--- config.mk ---
export PLATFORM = sky130hd
export DESIGN_NAME = mtep_ctrl
export DESIGN_NICKNAME = d
export VERILOG_FILES = /design/src/sv/mtep_pkg.sv /design/src/sv/mtep_ctrl.sv
export VERILOG_INCLUDE_DIRS = /design/src /design/src/sv
export SDC_FILE = /design/constraint.sdc
export NUM_CORES = 1
export LEC_CHECK = 0
export CORE_AREA = 2 2 39 41
export DETAILED_ROUTE_END_ITERATION = 8
export DIE_AREA = 0 0 41 43
export DONT_BUFFER_PORTS = 1
export PLACE_DENSITY = 0.33
export SLEW_MARGIN = 40
export SYNTH_ARGS = -nofsm -noshare
export SYNTH_HDL_FRONTEND = slang
export SYNTH_SLANG_ARGS = --single-unit
--- constraint.sdc ---
create_clock -name clk -period 1 [get_ports clk]
set_clock_uncertainty 0.05 [all_clocks]
set_input_delay 0.25 -clock clk [delete_from_list [all_inputs] [get_ports clk]]
set_output_delay 0.25 -clock clk [all_outputs]
set_load 0.05 [all_outputs]
--- src/sv/midi_track_event_parser_top_macros.svh ---
// Assertion macros used by the parser controller.
`ifndef MIDI_TRACK_EVENT_PARSER_TOP_MACROS_SVH
`define MIDI_TRACK_EVENT_PARSER_TOP_MACROS_SVH

// Same-cycle implication, checked on every clock outside reset.
`define MTEP_ASSERT_IMP(lbl, ante, cons, msg) \
	lbl: assert property (@(posedge clk) disable iff (!arst_n) (ante) |-> (cons)) else $error(msg);

// Next-cycle implication, checked on every clock outside reset.
`define MTEP_ASSERT_NXT(lbl, ante, cons, msg) \
	lbl: assert property (@(posedge clk) disable iff (!arst_n) (ante) |=> (cons)) else $error(msg);

`endif

--- src/sv/mtep_pkg.sv ---
// Shared constants and control types of the MIDI track event parser.
`timescale 1ns / 1ps
package mtep_pkg;
	localparam int TRACKS = 16;
	localparam int TIDX_W = (TRACKS > 1) ? $clog2(TRACKS) : 1;

	localparam logic [3:0] PH_DELTA    = 4'd0;
	localparam logic [3:0] PH_STATUS   = 4'd1;
	localparam logic [3:0] PH_DATA1    = 4'd2;
	localparam logic [3:0] PH_DATA2    = 4'd3;
	localparam logic [3:0] PH_MTYPE    = 4'd4;
	localparam logic [3:0] PH_MLEN     = 4'd5;
	localparam logic [3:0] PH_XLEN     = 4'd6;
	localparam logic [3:0] PH_SKIP     = 4'd7;
	localparam logic [3:0] PH_DATA2_RS = 4'd8;

	localparam logic [1:0] KIND_CHAN  = 2'd0;
	localparam logic [1:0] KIND_META  = 2'd1;
	localparam logic [1:0] KIND_SYSEX = 2'd2;

	localparam logic [7:0] META_TEMPO = 8'h51;
	localparam logic [25:0] TEMPO_DIVIDEND = 26'd60000000;
	localparam logic [4:0] DIV_STEPS = 5'd26;

	typedef struct packed {
		logic accept;
		logic div_step;
	} mtep_cmd_t;

	typedef struct packed {
		logic emit;
		logic need_div;
		logic div_done;
	} mtep_sts_t;
endpackage

--- src/sv/mtep_ctrl.sv ---
// Controller: sequences accept, tempo divide and result hand-off.
`timescale 1ns / 1ps
`include "midi_track_event_parser_top_macros.svh"
module mtep_ctrl (
	input  logic               clk,
	input  logic               arst_n,
	input  logic               in_valid,
	output logic               in_ready,
	output logic               out_valid,
	input  logic               out_ready,
	input  mtep_pkg::mtep_sts_t sts,
	output mtep_pkg::mtep_cmd_t cmd
);
	import mtep_pkg::*;

	localparam logic [1:0] ST_IDLE = 2'd0;
	localparam logic [1:0] ST_DIV  = 2'd1;
	localparam logic [1:0] ST_OUT  = 2'd2;

	logic [1:0] state_q;

	assign in_ready     = (state_q == ST_IDLE);
	assign out_valid    = (state_q == ST_OUT);
	assign cmd.accept   = in_valid && in_ready;
	assign cmd.div_step = (state_q == ST_DIV) && !sts.div_done;

	always_ff @(posedge clk or negedge arst_n) begin
		if (!arst_n) begin
			state_q <= ST_IDLE;
		end else begin
			case (state_q)
				ST_IDLE: begin
					if (cmd.accept && sts.emit)
						state_q <= sts.need_div ? ST_DIV : ST_OUT;
				end
				ST_DIV: begin
					if (sts.div_done)
						state_q <= ST_OUT;
				end
				ST_OUT: begin
					if (out_ready)
						state_q <= ST_IDLE;
				end
				default: state_q <= ST_IDLE;
			endcase
		end
	end

	`MTEP_ASSERT_IMP(a_no_accept_while_out, out_valid, !in_ready, "input taken while result pending")
	`MTEP_ASSERT_NXT(a_silent_item_free, cmd.accept && !sts.emit, in_ready, "item with no result stalled")
	`MTEP_ASSERT_NXT(a_div_to_out, (state_q == ST_DIV) && sts.div_done, out_valid, "divide end gave no result")
endmodule

# [Yosys cells after proc, flatten, opt, wreduce, memory -nomap -nowiden]
# Index checks and enable logic that the tools add are counted.
[totals] register_bits=2 latchBits=0 ram_bits=0 mem_bits_ro=0 input_bits=7 mem_count=0
[op_classes] n_addsub=0 mul=0 n_div=0 order_cmp=0 n_eq_ne=5 n_shift=0 muxes=5 bitwise_logic=0 n_reduce_logical=6
[op_table] op="two-way mux 2 bit" count=4
[op_table] op="case mux 2 bit (3 select lines)" count=1
[op_table] op="!= test 2 x 1 -> 1 bit, second input constant" count=2
[op_table] op="logical AND 1 bit" count=3
[op_table] op="AND reduction 3 bit" count=1
[op_table] op="equality test 2 x 1 -> 1 bit, second input constant" count=1
[op_table] op="equality test 2 bit, second input constant" count=1
[op_table] op="zero test 2 bit" count=1
[op_table] op="!= test 2 bit, second input constant" count=1
[op_table] op="zero test 1 bit" count=1

# [Logic depth before layout (Yosys ltp)]
# Gate-level depths: netlist (run 1).
[depth] ltp_word=5 mapped_depth=3 ltp_nobuf=3

# [Worst setup path after synthesis (run 1)]
# No wires, ideal clock.
[synth_timing] path_type="reg2out" startpoint="register state_q[1]" endpoint="output cmd[1] in the netlist's numbering" arrival_ns=1.482 setup_slack_ns=-0.782 path_stages_with_launch=3 cell_sequence="dfrtp_1 nor2_2 and2_1"
[synth_rtl] item="from (decl)" line="mtep_ctrl.sv:20" text="logic [1:0] state_q;"
[synth_rtl] item="from (signal assigned)" line="mtep_ctrl.sv:34" text="state_q <= sts.need_div ? ST_DIV : ST_OUT;"
[synth_rtl] item="to (decl)" line="mtep_ctrl.sv:12" text="output mtep_pkg::mtep_cmd_t cmd"

# [Final worst setup path (run 1)]
[layout_timing] startpoint="register state_q[1]" endpoint="output cmd[0] in the netlist's numbering"
[layout_between] elab_chain_cells=2
[layout_rtl] item="equality test 2 x 1 -> 1 bit" line="mtep_ctrl.sv:25" text="assign cmd.div_step = (state_q == ST_DIV) && !sts.div_done;"
[layout_rtl] item="logical AND 1 bit" line="mtep_ctrl.sv:25"
# Every way passes these cells.

==> reports/results.tsv, run 1 <==
metric	value	unit
synth_simple_gate_area_frac	0.373	
peakVddDrop	0.000799	V
drive_above_1_share	0.800	
violations	setup timing	
gr-total-overflow	0	
timing.rr.end	state_q[1]	
drt-pass1-iter-count	1	
cts_htree_levels	1	
grt_pass1_vias	153	
core	1380	µm²
grt_max_degree	6	
maxSlewHeadroom	0.874	
die_y	43	µm
setup_viol	6	
synth_compound_area_frac	0.182	
port_buffers	0	
max_freq	744	MHz
yosys.area_share.adder	0	
syn_avg_cell_area	10.6	µm²
cp-end-kind	primary output	
largest_registers	state_q: 2 flops	
min_to	state_q[0]	
p_total	1.02	mW
cts_tree	built	
critical_path_arrival	1040	ps
netlist_top_cells_area	dfrtp_1 36%, nor3b_4 14%, a21oi_2 13%	
io_pins	11	
synth-warning-count	0	
max_cap_viol_count	0	
min_period	1340	ps
post-route-period-util	1.34	
final_core_util	0.180	
grt_first_pass_wirelength	565	µm
drc_errors	0	
ant_nets	0	
cts_buffers	3	
start_util	0.0995	
yosys-mux-area-fraction	0.0818	
worstSetupStartpointType	register	
required	700	ps
ff2ff_path_depth	4	
dieArea	1760	µm²
dr.first_iter.drc_count	0	
rsz0062_at_grt	yes	
regToRegSetupSlack	-150	ps
syn2layout_area_growth	80.9	%
tightest_slew	189	ps
wl	398	µm
holdCritPathClass	primary input to register	
worst_hold_startpoint	sts[1]	
max-clock-path-buffers	2	
powerDensity	4100	nW/µm²
dp_hpwl	298	µm
fin_nets	29	
outcome	finished with violations	
syn-num-nets	20	
ctsRootBufferMaster	clkbuf_4	
synth_top_family_by_area	simple AND/OR/NAND/NOR gates	
place.gp.congestion	0.476	
setup_ws	-345	ps
viasPerCell	3.64	
yosysSeqAreaShare	0.364	
synth_area_leader_cell	dfrtp_1	
clock_sinks	2	
clk_pin_slew	30	ps
power_leakage	0.0975	nW
syn_area	138	µm²
worstPathMaxFanout	4	
final_max_slew_viol_count	0	
pre_cts_ws	-164	ps
min_path_cells	2	
rows	14	
yosys.area_share.xor_xnor	0	
criticalPathCategory	register to primary output	
num_vias	131	
netlist_instances	13	
grt_use_total	0.0552	
largest_reg_flops	2	
clock_latency	220	ps
n_antenna_cell	0	
top_register	state_q	
fp.dieW	41	µm
synth_top_area_frac	0.364	
synth_cell_types	10	
wl_per_cell	11.1	µm
antenna_found_initial	0	
r2r-start	state_q[0]	
ys_ff_latch	2	
hold_violations	0	
==> cell usage in the layout, fill, tap and decap left out, drive strengths merged <==
master	instances
nor3b	1
mux2	1
and2b	1
o31ai	1
and2	1
buf	3
clkbuf	3
dfrtp	2
nand2	2
dlygate4sd3	1
a21oi	2
nor2	2
==> worst max-delay path by stage <==
stage / start / slack, ps / endpoint
2_1_floorplan: state_q[0] / -380 / cmd[1]
3_3_place_gp: state_q[0] / -150 / cmd[0]
3_5_place_dp: state_q[0] / -160 / cmd[0]
4_1_cts: state_q[1] / -370 / cmd[0]
5_1_grt: state_q[0] / -390 / cmd[1]
6_report: state_q[1] / -340 / cmd[0]
==> critical path: stages (launching register included) <==
cell and delay [ps]:
dfrtp_2 440, nor3b_4 220, buf_12 160
==> per-stage QoR <==
stage / std cells / setup TNS, ps / hold WS, ps / area [µm²]
3_5_place_dp: 31 / -666 / -95.5 / 194
4_1_cts: 36 / -1560 / 159 / 244
6_report: 36 / -1490 / 170 / 249
5_1_grt: 36 / -1780 / 172 / 249
2_1_floorplan: 13 / -1110 / -95.6 / 146
3_3_place_gp: 31 / -567 / -95.5 / 194
==> repair_timing <==
item / in CTS / in global routing
resized for setup: 4 / 1
hold endpoints to repair: 2 / 0
endpoints found under the setup margin: 6 / 6
pin swaps: 2 / 0
setup buffers: 1 / 0
hold buffers: 1 / 0
==> Yosys cell counts, drive strengths merged <==
cell type  number
a21oi           2
and2            1
and2b           1
dfrtp           2
mux2            1
nand2           2
nor2            2
nor3b           1
o31ai           1
==> area by class of cell <==
class / count / area [µm²]
Clock buffer: 3 / 22.5
Sequential cell: 2 / 52.6
Multi-Input combinational cell: 11 / 101
Tap cell: 16 / 20.0
Timing Repair Buffer: 4 / 52.6
Fill cell: 154 / 1130
==> metal layers <==
layer | global-route usage | vias to the layer above | share of wire
met5 | 0 | - | 0
met2 | 0.0750 | 11 | 0.49
met3 | 0.0314 | 0 | 0.22
met1 | 0.0417 | 58 | 0.28
met4 | 0.0800 | 0 | 0
li1 | - | 62 | -
==> power breakdown <==
part	leakage [nW]	switching [mW]	internal, mW
combinational	0.0604	0.382	0.273
clock	0.0138	0.0432	0.132
sequential	0.0233	0.0659	0.124
total	0.0975	0.491	0.530
==> logic make-up after synthesis <==
family | count (synthesis)
simple gates | 7
mux | 1
flops | 2
compound gates | 3
(Power assumes the default switching activity.)
==> run 2: changes to the inputs <==
- SETUP_SLACK_MARGIN: unset -> 0.1
==> reports/results.tsv, run 2 (synthesis gave the netlist of run 1 again) <==
metric	value	unit
p_clk_frac	0.143	
drc_errors	0	
dp_cells	33	
port_buffers	0	
largest_registers	state_q: 2 flops	
worstSetupStartpointType	register	
setup_viol	6	
criticalPathCategory	register to primary output	
ant_nets	0	
dr.first_iter.drc_count	0	
layout.cells.non_filler	40	
timing.rr.end	state_q[1]	
ctsRootBufferMaster	clkbuf_4	
clk_pin_slew	30	ps
clock_latency	220	ps
violations	setup timing	
final_core_util	0.219	
viasPerCell	3.75	
fin_setup_tns	-1530	ps
start_util	0.0995	
power.switching	544	µW
core	1380	µm²
powerDensity	3970	nW/µm²
p_total	1.20	mW
fin_nets	33	
critical_path_arrival	1060	ps
worst_hold_startpoint	sts[1]	
drt-pass1-iter-count	1	
max_cap_viol_count	0	
regToRegSetupSlack	-140	ps
dieArea	1760	µm²
layout_commonest_cell	buf_4	
grt_first_pass_wirelength	600	µm
wl	443	µm
maxSlewHeadroom	0.857	
max_freq	733	MHz
required	700	ps
final_max_slew_viol_count	0	
grt_max_degree	6	
tightest_slew	215	ps
outcome	finished with violations	
cts_htree_levels	1	
syn2layout_area_growth	120	%
rows	14	
r2r-start	state_q[0]	
p_int	658	µW
max-clock-path-buffers	2	
cp-end-kind	primary output	
antenna_found_initial	0	
hold_violations	0	
io_pins	11	
post-route-period-util	1.36	
combPwrFrac	0.700	
cts_buffers	3	
wl_per_cell	11.1	µm
gr-total-overflow	0	
drive_above_1_share	0.875	
fp.dieW	41	µm
grt_use_total	0.0532	
power_leakage	0.130	nW
n_fill_cell	156	
clock_sinks	2	
top_register	state_q	
worstPathMaxFanout	3	
grt_pass1_vias	169	
num_vias	150	
setup_ws	-364	ps
min_to	state_q[0]	
rsz0062_at_grt	yes	
holdCritPathClass	primary input to register	
largest_reg_flops	2	
sw_frac_of_total	0.453	
cts_tree	built	
min_period	1360	ps
peakVddDrop	0.000912	V
min_path_cells	2	
final_cell_mix	4 x buf_4, 3 x clkbuf_4, 2 x a21oi_2, 2 x dfrtp_2	
die_y	43	µm
place.gp.congestion	0.480	
ff2ff_path_depth	4	
p_seq_frac	0.157	
n_antenna_cell	0	
==> run 2: area by class of cell <==
cell class | count | area [µm²] | area share
clock buffers | 3 | 22.5 | 0.0744
multi-input cells | 11 | 121 | 0.401
flip-flops and latches | 2 | 52.6 | 0.174
well taps | 16 | 20.0 | 0.0661
repair buffers | 8 | 86.3 | 0.285
==> run 2: power groups by stage <==
| stage | logic (mW) | clock network (mW) | registers, mW |
|---|---|---|---|
| after floorplan | 0.462 | 0 | 0.179 |
| after global placement | 0.610 | 0 | 0.186 |
| after detailed placement | 0.623 | 0 | 0.190 |
| after CTS | 0.771 | 0.184 | 0.190 |
| after global routing | 0.882 | 0.191 | 0.195 |
| final | 0.842 | 0.172 | 0.189 |
==> run 2: worst max path at each step <==
stage / startpoint / endpoint / slack [ps] / depth (start not counted)
2_1_floorplan: state_q[0] / cmd[1] / -380 / 2
3_3_place_gp: state_q[0] / cmd[0] / -170 / 2
3_5_place_dp: state_q[0] / cmd[0] / -200 / 2
4_1_cts: state_q[1] / cmd[0] / -380 / 2
5_1_grt: state_q[1] / cmd[0] / -400 / 2
6_report: state_q[1] / cmd[0] / -360 / 2
==> run 2: repair_timing <==
| item | 4_1_cts | 5_1_grt |
|---|---|---|
| cloned | 0 | 0 |
| setup buffers | 4 | 2 |
| pin swaps | 2 | 2 |
| hold buffers | 1 | 0 |
| hold endpoints to repair | 2 | 0 |
| gates resized for setup | 6 | 5 |
| setup endpoints to repair | 6 | 6 |
==> run 2: metal layers <==
layer	wire length (µm)	GRT usage
met3	81	0.0524
met1	153	0.0449
met5	0	0
met4	0	0.0400
met2	208	0.0719
==> run 2: metrics by stage <==
stage,hold WS (ps),setup WS [ps],cell area (µm²)
floorplan,-95.6,-383,146
CTS,150,-380,282
global route,163,-400,303
detailed placement,-95.5,-203,209
finish,164,-364,303
global placement,-95.5,-175,209
==> run 2: worst max-delay path: stages (launching register included) <==
cell and delay, ps:
dfrtp_2 430, nor3b_4 240, buf_12 170
==> run 3: changes to the inputs <==
- ABC_AREA: unset -> 1
- PLACE_DENSITY: 0.33 -> 0.32
==> reports/results.tsv, run 3 <==
metric	value	unit
yosysSeqAreaShare	0.396	
ant_nets	0	
holdCritPathClass	primary input to register	
p_int	647	µW
multiInputGateArea	80.1	µm²
worstSetupStartpointType	register	
fp.dieW	41	µm
ys_async_sr_fraction	1.00	
power_leakage	0.127	nW
min_to	state_q[0]	
regToRegSetupSlack	-120	ps
dieArea	1760	µm²
dr.first_iter.drc_count	0	
core	1380	µm²
yosysMostFrequentCell	nand2_1	
num_vias	155	
critical_path_arrival	1100	ps
largest_registers	state_q: 2 flops	
fin_nets	37	
p_total	1.22	mW
tightest_slew	249	ps
min_path_cells	2	
p_seq_frac	0.156	
p_clk_frac	0.146	
maxSlewHeadroom	0.834	
netlist_instances	18	
port_buffers	0	
worstPathMaxFanout	4	
n_antenna_cell	0	
antenna_found_initial	0	
layout_commonest_cell	nand2_1	
violations	setup timing	
syn2layout_area_growth	127	%
ctsRootBufferMaster	clkbuf_4	
n_fill_cell	164	
synth_top_cells_by_count	5 x nand2_1, 4 x inv_1, 2 x dfrtp_1	
clock_latency	220	ps
required	700	ps
clk_pin_slew	30	ps
wl_per_cell	9.52	µm
pre_cts_ws	-242	ps
min_period	1400	ps
cp-end-kind	primary output	
sw_frac_of_total	0.468	
seq_area	52.6	µm²
viasPerCell	3.52	
powerDensity	4240	nW/µm²
r2r-start	state_q[1]	
largest_reg_flops	2	
place.gp.congestion	0.491	
drive_above_1_share	0.571	
max-clock-path-buffers	2	
io_pins	11	
dp_hpwl	345	µm
synth-edff-count	0	
netlist_top_cells_area	dfrtp_1 40%, nand2_1 15%, inv_1 12%	
synth_area_leader_cell	dfrtp_1	
post-route-period-util	1.40	
fin_area	287	µm²
peakVddDrop	0.00121	V
place_area	246	µm²
syn_avg_cell_area	7.02	µm²
hold_violations	0	
max_cap_viol_count	0	
top_register	state_q	
final_max_slew_viol_count	0	
drt-pass1-iter-count	1	
grt_first_pass_wirelength	662	µm
synth_top_area_frac	0.396	
cpPeakStageDelay	430	ps
gr-total-overflow	0	
combPwrFrac	0.698	
cts_tree	built	
drc_errors	0	
syn_area	126	µm²
clock_sinks	2	
synth_cell_types	10	
power.switching	569	µW
worst_hold_startpoint	sts[1]	
path_cells	nand3b_1, clkinvlp_4	
setup_ws	-404	ps
max_freq	712	MHz
wl	419	µm
synth-warning-count	0	
grt_use_total	0.0622	
die_y	43	µm
outcome	finished with violations	
final_cell_mix	5 x nand2_1, 3 x clkbuf_4, 3 x buf_12, 3 x buf_4	
ff2ff_path_depth	4	
grt_max_degree	5	
timing.rr.end	state_q[0]	
criticalPathCategory	register to primary output	
cts_htree_levels	1	
syn-num-nets	25	
start_util	0.0913	
ys_ff_latch	2	
rsz0062_at_grt	yes	
rows	14	
grt_pass1_vias	168	
cts_buffers	3	
synth_ff_type	dfrtp_1	
setup_viol	6	
cp_slowest_cell	dfrtp_2	
[run 3: what timing repair did]
| action | 4_1_cts | 5_1_grt |
|---|---|---|
| setup endpoints to repair | 6 | 6 |
| hold endpoints to repair | 2 | 0 |
| pin swaps | 0 | 1 |
| hold buffers | 1 | 0 |
| buffers inserted | 1 | 0 |
| gates resized for setup | 1 | 0 |
[run 3: cell type report]
type / count / share of cell area
tap: 16 / 0.0699
timing repair buffer: 7 / 0.323
sequential: 2 / 0.183
multi-input combinational: 12 / 0.279
clock buffer: 3 / 0.0786
inverter: 4 / 0.0655
[run 3: layer usage]
layer | global-route usage | up-vias | share of wire
met2 | 0.0688 | 12 | 0.40
li1 | - | 77 | -
met4 | 0.0600 | 0 | 0
met5 | 0 | - | 0
met3 | 0.0628 | 0 | 0.21
met1 | 0.0611 | 66 | 0.39
[run 3: cell families after synthesis]
family          after synthesis  share of synthesized area
simple gates                 10                      0.386
buf+inv                       4                      0.119
flops                         2                      0.396
compound gates                2                     0.0990
[run 3: worst max path at each step]
stage / slack, ps / depth (start not counted) / endpoint / start
detailed placement: -240 / 3 / cmd[0] / state_q[1]
CTS: -420 / 2 / cmd[0] / state_q[0]
finish: -400 / 2 / cmd[0] / state_q[0]
floorplan: -240 / 1 / cmd[1] / state_q[1]
global placement: -210 / 3 / cmd[0] / state_q[1]
global route: -460 / 3 / in_ready / state_q[1]
[run 3: worst max-delay path: cells and delay by family (launching register included)]
family | cells | cell delay (ps)
buf+inv | 1 | 280
simple gates | 1 | 170
flops | 1 | 430
[run 3: power by group through the flow]
| stage | combinational [mW] | clock (mW) | sequential [mW] |
|---|---|---|---|
| global placement | 0.797 | 0 | 0.192 |
| floorplan | 0.438 | 0 | 0.200 |
| detailed placement | 0.810 | 0 | 0.202 |
| global route | 0.901 | 0.205 | 0.195 |
| finish | 0.849 | 0.177 | 0.189 |
| CTS | 0.859 | 0.192 | 0.189 |
[run 3: metrics by stage]
step / instances / utilization / hold WS [ps] / TNS [ps]
global route: 44 / 0.207 / 112 / -2040
floorplan: 18 / - / -95.6 / -1060
detailed placement: 39 / 0.178 / -95.5 / -956
finish: 44 / 0.207 / 125 / -1700
CTS: 44 / 0.207 / 117 / -1770
global placement: 39 / 0.178 / -95.5 / -798
